[config.mk]
export PLATFORM = sky130hd
export DESIGN_NAME = cem_magnitude
export DESIGN_NICKNAME = d
export VERILOG_FILES = /design/src/sv/cem_pkg.sv /design/src/sv/cem_magnitude.sv
export SDC_FILE = /design/constraint.sdc
export NUM_CORES = 1
export LEC_CHECK = 0
export BUFFER_PORTS_ARGS = -buffer_cell sky130_fd_sc_hd__buf_4
export CAP_MARGIN = 20
export CORE_ASPECT_RATIO = 0.8
export CORE_MARGIN = 1.5
export CORE_UTILIZATION = 58
export DETAILED_ROUTE_END_ITERATION = 7
export PLACE_DENSITY = 0.82
export SYNTH_ARGS = -nofsm -noshare
export SYNTH_HDL_FRONTEND = slang
export SYNTH_SLANG_ARGS = --single-unit
[constraint.sdc]
create_clock -name vclk -period 10.1
set_clock_uncertainty 0.2 [all_clocks]
set_input_delay 1.01 -clock vclk [all_inputs]
set_output_delay 1.01 -clock vclk [all_outputs]
set_load 0.02 [all_outputs]
[src/sv/cem_pkg.sv]
// Shared types and constants for the compass edge magnitude unit.
// Holds the request and result payload structs, the 3x3 window type and the register map.
// No dependencies; cem_magnitude and the top level refer to it by scoped names.
package cem_pkg;

    typedef struct packed {
        logic [7:0] pixel_in;
        logic       frame_start;
    } t_cem_in;

    typedef struct packed {
        logic [7:0]  pixel_out;
        logic        out_valid;
        logic [11:0] out_row;
        logic [11:0] out_col;
    } t_cem_out;

    // Window indexed [row][col]; row 0 is the oldest line, col 2 the newest pixel.
    typedef logic [2:0][2:0][7:0] t_cem_window;

    typedef enum logic [0:0] {
        REG_IMAGE_WIDTH  = 1'b0,
        REG_IMAGE_HEIGHT = 1'b1
    } t_cem_reg;

    localparam int          CFG_AW         = 3;
    localparam int          DIM_W          = 13;
    localparam logic [12:0] DIM_RESET      = 13'd512;
    localparam int          DIM_MIN        = 3;
    localparam int          COORD_W        = 12;
    localparam logic [7:0]  PIX_SAT        = 8'd255;

endpackage

[src/sv/cem_magnitude.sv]
// Robinson compass magnitude of one 3x3 window: the largest absolute response
// of the N, NW, W and SW masks, saturated to 8 bits. Uses cem_pkg.
module cem_magnitude (
    input  cem_pkg::t_cem_window i_win,
    output logic [7:0]           o_mag
);

    logic signed [11:0] a, b, c, d, f, g, h, k;
    logic signed [11:0] rn, rnw, rw, rsw;
    logic [10:0]        an, anw, aw, asw;
    logic [10:0]        m0, m1, mx;

    always_comb begin
        a = $signed({4'b0, i_win[0][0]});
        b = $signed({4'b0, i_win[0][1]});
        c = $signed({4'b0, i_win[0][2]});
        d = $signed({4'b0, i_win[1][0]});
        f = $signed({4'b0, i_win[1][2]});
        g = $signed({4'b0, i_win[2][0]});
        h = $signed({4'b0, i_win[2][1]});
        k = $signed({4'b0, i_win[2][2]});

        rn  = c - a + ((f - d) <<< 1) + k - g;
        rnw = b + (c <<< 1) - d + f - (g <<< 1) - h;
        rw  = a + (b <<< 1) + c - g - (h <<< 1) - k;
        rsw = (a <<< 1) + b + d - f - h - (k <<< 1);
    end

    // Every response lies within +/-1020, so 11 bits hold the absolute value.
    assign an  = rn[11]  ? 11'(-rn)  : rn[10:0];
    assign anw = rnw[11] ? 11'(-rnw) : rnw[10:0];
    assign aw  = rw[11]  ? 11'(-rw)  : rw[10:0];
    assign asw = rsw[11] ? 11'(-rsw) : rsw[10:0];

    assign m0 = (anw > an) ? anw : an;
    assign m1 = (asw > aw) ? asw : aw;
    assign mx = (m1 > m0) ? m1 : m0;

    assign o_mag = (mx > 11'(cem_pkg::PIX_SAT)) ? cem_pkg::PIX_SAT : mx[7:0];

endmodule

==> flow_summary.yaml, run 1 <==
run_status:
  outcome: "complete, no violations"
global_routing:
  grt_pass1_vias: 7563
  grt_start_max_net_pins: 17
  number_of_antenna_violations_at_the_first_check_in_global_routing: 0
  grt.overflow.total: 0
  track_usage: 0.313
  grt_pass1_wl_um: 35900
drt:
  drtPass1Iterations: 6
  drc: 0
  totalWireLength_um: 22800
  post_drt_wl_per_cell_um: 17.0
  postRouteAntennaNets: 0
  dr_iter_0_viols: 461
  vias_per_cell: 5.73
  vias: 7667
synthesis:
  synthTopCellsByArea: "sky130_fd_sc_hd__fa_1, sky130_fd_sc_hd__ha_1, sky130_fd_sc_hd__inv_1"
  post_synth_instance_area_um2: 7970
  synthDistinctLibCells: 72
  yosys_warnings: 0
  synth_seq_area_share: 0
  yosysTopAreaCell: "sky130_fd_sc_hd__fa_1"
  syn-instance-count: 1012
  postSynthAreaPerCell_um2: 7.88
  mappedNetlistNets: 1308
  post-synth-top-area-fraction: 0.256
timing:
  period_minus_slack_ns: 10.04
  fin_worst_hold_slack_ns: 2.68
  hold_violations: 0
  measured_slew_at_the_worst_slew_check_pin_ns: 0.631
  layout_worst_path_cycle_share: 0.994
  timing.slew.headroom: 0.576
  timing.fmax_ghz: 0.0996
  final_max_slew_viol_count: 0
  grt_setup_unrepaired: "true"
  timing.final.setup_violations: 0
place:
  placement.io_buffers: 72
  hpwl_um: 19200
  place.gp.congestion: 0.999
floorplan:
  std_cell_rows: 38
  io_pins: 80
  floorplan_core_area_um2: 13500
  die-area_um2: 14500
  start_util: 0.590
  die_height_um: 108
  dieWidth_um: 134
critical_path:
  crit_path_start_kind: "input pin"
  timing.setup.critical_path_class: "input pin to primary output"
  slowest_delay_ns: 0.58
  critical_path.slowest_cell: "sky130_fd_sc_hd__or4_4"
  timing.critical_path.fanout_max: 8
  cell_with_the_most_instances_on_the_worst_path: "sky130_fd_sc_hd__ha_1"
  cp.required_ns: 8.89
  setup.worst_path.end_class: "primary output"
  critPathArrivalTime_ns: 8.83
final_layout:
  mostFrequentLayoutCells: "sky130_fd_sc_hd__inv_1, sky130_fd_sc_hd__buf_4, sky130_fd_sc_hd__ha_1, sky130_fd_sc_hd__fa_1, sky130_fd_sc_hd__nand2_1"
  diodes: 0
  final-seq-area_um2: 0
  mostFrequentLayoutCell: "sky130_fd_sc_hd__inv_1"
  clock_buffers: 0
  fillerInstances: 993
  layout-drive-gt1-share: 0.235
  syn2layout_area_growth_pct: 23.4
  num-nets-final: 1457
  n_sequential_cell: 0
clock_tree:
  cts_hold_buffers: 0
worst_hold_path:
  hold_path_class: "input pin to primary output"
job:
  maxCapViolCount: 0
## final timing paths
check / startpoint / endpoint / depth (start not counted)
worst max-delay path: i_win[10] / o_mag[3] / 42
worst min-delay path: i_win[41] / o_mag[0] / 7
## kinds of logic (layout without fill, tap and decap cells)
family                   after synthesis  after routing  synth area share
AO/OA/AOI/OAI                        235            235             0.203
adder cells (fa/ha/maj)              224            224             0.448
buffers and inverters                239            386             0.113
AND/OR/NAND/NOR                      231            231             0.143
multiplexers                          13             13            0.0165
XOR/XNOR                              70             70            0.0769
## per-stage QoR
step           setup slack (ns)  setup TNS [ns]  utilization  std cells  area (um^2)
2_1_floorplan           0.00473               0            -       1012         7980
3_3_place_gp             -0.262           -1.91        0.690       1333         9310
3_5_place_dp             -0.495           -3.55        0.690       1333         9310
4_1_cts                  0.0159               0        0.698       1336         9430
5_1_grt                  -0.283           -1.89        0.729       1339         9840
6_report                 0.0573               0        0.729       1339         9840
## area by class of cell
type                            instances  area (um^2)  share of cell area
Inverter                              225          845              0.0858
Multi-Input combinational cell        773         7550               0.768
Tap cell                              180          225              0.0229
Timing Repair Buffer                  161         1220               0.124
## synthesized netlist by cell type, drive strengths merged (4+ instances only)
cell type and instances:
a21oi 63, and3 11, a211oi 15, o2111ai 5, or3 4, nand2 63, fa 102, a41oi 4
o21a 8, a31oi 8, a2111oi 4, mux2i 12, clkbuf 13, nor2 54, nand3 26, a21o 27
o211ai 5, ha 122, o21ai 37, or2 5, o21bai 11, o31ai 9, nor3 19, nand4 11
inv 225, a211o 8, xnor2 46, nand2b 7, xor2 24, nor2b 10
## routing by layer
metal	GRT usage	routed length [um]	vias to the layer above
met3	0.0626	1700	29
met4	0.0492	379	0
li1	-	-	3704
met5	0	0	-
met1	0.399	9810	3686
met2	0.558	10900	248
## worst max-delay path, delay by kind of cell
| family | cells | cell delay [ns] |
|---|---|---|
| buffers and inverters | 8 | 1.05 |
| xor gates and xnor gates | 2 | 0.21 |
| and+or+nand+nor | 9 | 1.60 |
| AOI/OAI and AO/OA | 15 | 2.42 |
| adders and majority gates | 7 | 2.29 |
| muxes | 1 | 0.22 |
## repair_timing
action,4_1_cts,5_1_grt
resized for setup,27,81
buffers inserted,3,6
endpoints found under the setup margin,8,8
pin swaps,6,28
hold endpoints to repair,0,0
Power of run 1 is not shown: default switching activity piles up to over one toggle a cycle in this logic, so the estimate is an artifact.
==> run 2: changes to the inputs <==
Settings changed: REMOVE_ABC_BUFFERS from default to 1.
==> run 2 against run 1 <==
  * The flow now finishes with violations (setup timing)
  * Critical endpoint is now o_mag[5]
  * Global-route usage increased by 0.90 points
  * Sequential share of layout area unchanged
  * Largest cell class unchanged
  * First-iteration DRC count decreased by 15%
  * Die area unchanged
==> flow_summary.yaml, run 2 (same netlist as run 1, synthesis figures left out) <==
run_status:
  outcome: "finished with violations"
  violations: "setup timing"
timing:
  timing.final.setup_violations: 4
  final_max_slew_viol_count: 0
  hold_violations: 0
  period_minus_slack_ns: 10.12
  final_critical_path_setup_slack_ns: -0.0204
  measured_slew_at_the_worst_slew_check_pin_ns: 0.573
  timing.slew.headroom: 0.614
  timing.fmax_ghz: 0.0988
  layout_worst_path_cycle_share: 1.00
  grt_setup_unrepaired: "true"
drt:
  totalWireLength_um: 22500
  postRouteAntennaNets: 0
  post_drt_wl_per_cell_um: 16.5
  drc: 0
  vias: 7752
  vias_per_cell: 5.68
  dr_iter_0_viols: 394
  drtPass1Iterations: 5
place:
  placement.io_buffers: 72
  placed_cells_incl_taps: 1354
  place.gp.congestion: 0.977
  preCtsSetupSlack_ns: -0.518
  hpwl_um: 19800
job:
  maxCapViolCount: 0
critical_path:
  critPathArrivalTime_ns: 8.91
  crit_path_start_kind: "input pin"
  cp.required_ns: 8.89
  critical_path.top_delay_family: "adder cells"
  cell_with_the_most_instances_on_the_worst_path: "sky130_fd_sc_hd__buf_4"
  setup.worst_path.end_class: "primary output"
  path_buf_inv: 10
  timing.setup.critical_path_class: "input pin to primary output"
  slowest_delay_ns: 0.55
  timing.critical_path.fanout_max: 8
  critical_path.slowest_cell: "sky130_fd_sc_hd__or4_4"
worst_hold_path:
  hold_path_class: "input pin to primary output"
final_layout:
  syn2layout_area_growth_pct: 23.3
  layout-drive-gt1-share: 0.222
  final-seq-area_um2: 0
  clock_buffers: 0
  mostFrequentLayoutCell: "sky130_fd_sc_hd__inv_1"
  fillerInstances: 1041
  diodes: 0
  n_sequential_cell: 0
  num-nets-final: 1482
  multiInputGateArea_um2: 7360
  final_cells: 1364
  mostFrequentLayoutCells: "sky130_fd_sc_hd__inv_1, sky130_fd_sc_hd__buf_4, sky130_fd_sc_hd__ha_1, sky130_fd_sc_hd__fa_1, sky130_fd_sc_hd__nand2_1"
global_routing:
  grt_pass1_vias: 7887
  number_of_antenna_violations_at_the_first_check_in_global_routing: 0
  grt_pass1_wl_um: 37100
  grt.overflow.total: 0
  grt_start_max_net_pins: 17
  track_usage: 0.322
floorplan:
  floorplan_core_area_um2: 13500
  dieWidth_um: 134
  start_util: 0.590
  die_height_um: 108
  std_cell_rows: 38
  io_pins: 80
  die-area_um2: 14500
-- run 2: cell count changes in the layout (fill, tap and decap cells not counted), sizes merged --
cell / before / now
buf: 161 / 186
-- run 2: through the flow --
step | hold slack, ns | setup TNS [ns] | area, um^2 | util
finish | 2.69 | -0.0649 | 9830 | 0.728
global route | 2.75 | -2.78 | 9830 | 0.728
CTS | 2.69 | 0 | 9640 | 0.714
detailed placement | 2.68 | -3.89 | 9470 | 0.701
global placement | 2.68 | -1.57 | 9470 | 0.701
floorplan | 2.33 | -0.339 | 7920 | -
-- run 2: final timing paths --
| check | from | endpoint | slack [ns] | cells after the start |
|---|---|---|---|---|
| worst min-delay path | i_win[41] | o_mag[0] | 2.69 | 7 |
| worst max-delay path | i_win[17] | o_mag[5] | -0.02 | 41 |
-- run 2: per-layer routing --
| metal | wire length, um | part of all wire | vias to the layer above | global-route usage |
|---|---|---|---|---|
| met4 | 569 | 0.025 | 0 | 0.0783 |
| met5 | 0 | 0 | - | 0 |
| met3 | 1490 | 0.066 | 42 | 0.0584 |
| li1 | - | - | 3757 | - |
| met2 | 10600 | 0.47 | 234 | 0.558 |
| met1 | 9850 | 0.44 | 3719 | 0.417 |
-- run 2: layout make-up --
type	instances	area share
timing repair buffer	186	0.142
tap	180	0.0229
multi-input combinational	773	0.749
inverter	225	0.0859
-- run 2: timing repair --
| action | in CTS | in global routing |
|---|---|---|
| buffers inserted | 3 | 8 |
| pin swaps | 10 | 23 |
| hold buffers | 0 | 0 |
| setup endpoints to repair | 8 | 8 |
| gates cloned | 0 | 0 |
| gates resized for setup | 34 | 31 |
Power of run 2 is left out for the same reason.
==> run 3: changes to the inputs <==
Settings changed: CORE_UTILIZATION 58 to 64, PLACE_DENSITY 0.82 to 0.85.
Clock period 10.1 ns to 11.55 ns, I/O delays scaled along.
==> run 3 against run 2 <==
  * The run now ends clean
  * Count of clock-buffer cells in the layout unchanged
  * Utilization fell by 0.84 points
  * First-iteration DRC count rose by 34%
  * Global-route usage is 0.32 points higher
  * Non-clock buffer count down 104
  * Hold slack gained 0.33 ns
  * Cell count down 9.7%
  * Design area is 11% lower
  * Die area down 9.1%
  * Critical path depth shrank 3
  * Sequential share of layout area unchanged
  * Via count decreased by 6.3%
==> flow_summary.yaml, run 3 (same netlist as run 1, synthesis figures left out) <==
clock_tree:
  cts_hold_buffers: 0
critical_path:
  timing.critical_path.fanout_max: 9
  cp.required_ns: 10.20
  setup.worst_path.end_class: "primary output"
  critical_path.slowest_cell: "sky130_fd_sc_hd__or4_1"
  crit_path_start_kind: "input pin"
  critPathArrivalTime_ns: 9.70
  slowest_delay_ns: 0.54
  timing.setup.critical_path_class: "input pin to primary output"
timing:
  final_max_slew_viol_count: 0
  timing.final.setup_violations: 0
  layout_worst_path_cycle_share: 0.957
  timing.fmax_ghz: 0.0904
  measured_slew_at_the_worst_slew_check_pin_ns: 0.532
  final_critical_path_setup_slack_ns: 0.491
  timing.slew.headroom: 0.643
  period_minus_slack_ns: 11.06
  fin_tns_setup_ns: 0
  hold_violations: 0
drt:
  vias: 7265
  post_drt_wl_per_cell_um: 16.7
  vias_per_cell: 5.90
  dr_iter_0_viols: 527
  drc: 0
  postRouteAntennaNets: 0
  drtPass1Iterations: 6
  totalWireLength_um: 20600
floorplan:
  std_cell_rows: 36
  die-area_um2: 13100
  start_util: 0.656
  floorplan_core_area_um2: 12200
  die_height_um: 103
  io_pins: 80
  dieWidth_um: 128
global_routing:
  track_usage: 0.325
  grt_pass1_vias: 7215
  grt_pass1_wl_um: 34000
  grt.overflow.total: 0
  grt_start_max_net_pins: 18
  number_of_antenna_violations_at_the_first_check_in_global_routing: 0
run_status:
  outcome: "complete, no violations"
final_layout:
  mostFrequentLayoutCell: "sky130_fd_sc_hd__inv_1"
  mostFrequentLayoutCells: "sky130_fd_sc_hd__inv_1, sky130_fd_sc_hd__ha_1, sky130_fd_sc_hd__fa_1, sky130_fd_sc_hd__buf_4"
  diodes: 0
  layout-drive-gt1-share: 0.102
  clock_buffers: 0
  num-nets-final: 1378
  syn2layout_area_growth_pct: 9.73
  n_sequential_cell: 0
  final-seq-area_um2: 0
place:
  preCtsSetupSlack_ns: 0.281
  place.gp.congestion: 0.997
  placement.io_buffers: 72
  hpwl_um: 18400
job:
  maxCapViolCount: 0
worst_hold_path:
  min_path_cells: 7
  whs_endpoint: "o_mag[0]"
  hold_path.startpoint: "i_win[41]"
  hold_path_class: "input pin to primary output"
==> run 3: cell count changes in the layout (fill, tap and decap cells not counted), moves of 4 or more <==
cell / delta
sky130_fd_sc_hd__a211oi_1: +4
sky130_fd_sc_hd__a21oi_1: +14
sky130_fd_sc_hd__o21ai_0: +5
sky130_fd_sc_hd__a211oi_2: -4
sky130_fd_sc_hd__a21oi_2: -14
sky130_fd_sc_hd__ha_1: +5
sky130_fd_sc_hd__buf_4: -104
==> run 3: worst max-delay path by stage <==
stage / cells after the start / slack, ns / start / endpoint
3_3_place_gp: 39 / 0.45 / i_win[16] / o_mag[1]
5_1_grt: 41 / -0.03 / i_win[16] / o_mag[5]
3_5_place_dp: 37 / 0.28 / i_win[16] / o_mag[6]
4_1_cts: 37 / 0.28 / i_win[16] / o_mag[6]
2_1_floorplan: 35 / 1.10 / i_win[26] / o_mag[1]
6_report: 38 / 0.49 / i_win[16] / o_mag[6]
==> run 3: critical path, delay by kind of cell <==
family	cells	cell delay, ns
xor gates and xnor gates	2	0.27
buffers and inverters	8	0.86
and+or+nand+nor	5	1.38
adders and majority gates	7	2.59
AOI/OAI and AO/OA	16	3.42
==> run 3: metrics by stage <==
stage | std cells | utilization | area (um^2) | hold slack, ns
after floorplan | 998 | - | 7920 | 2.62
after global placement | 1231 | 0.717 | 8720 | 2.99
after detailed placement | 1231 | 0.717 | 8720 | 2.99
after CTS | 1231 | 0.717 | 8720 | 2.99
after global routing | 1232 | 0.719 | 8750 | 3.06
final | 1232 | 0.719 | 8750 | 3.02
==> run 3: layout make-up <==
type	count	area, um^2
inverters	225	845
multi-input cells	773	7100
well taps	152	190
repair buffers	82	616
fillers	940	3410
==> run 3: timing repair <==
item	CTS	global route
endpoints found under the hold margin	0	0
resized for setup	0	7
setup endpoints to repair	0	8
setup buffers	0	1
==> run 3: per-layer routing <==
metal / vias to the layer above / global-route usage / part of all wire
met5: - / 0 / 0
met4: 0 / 0.0657 / 0.020
met3: 30 / 0.0400 / 0.071
met2: 281 / 0.567 / 0.45
met1: 3407 / 0.440 / 0.45
li1: 3547 / - / -
Power of run 3 is left out for the same reason.
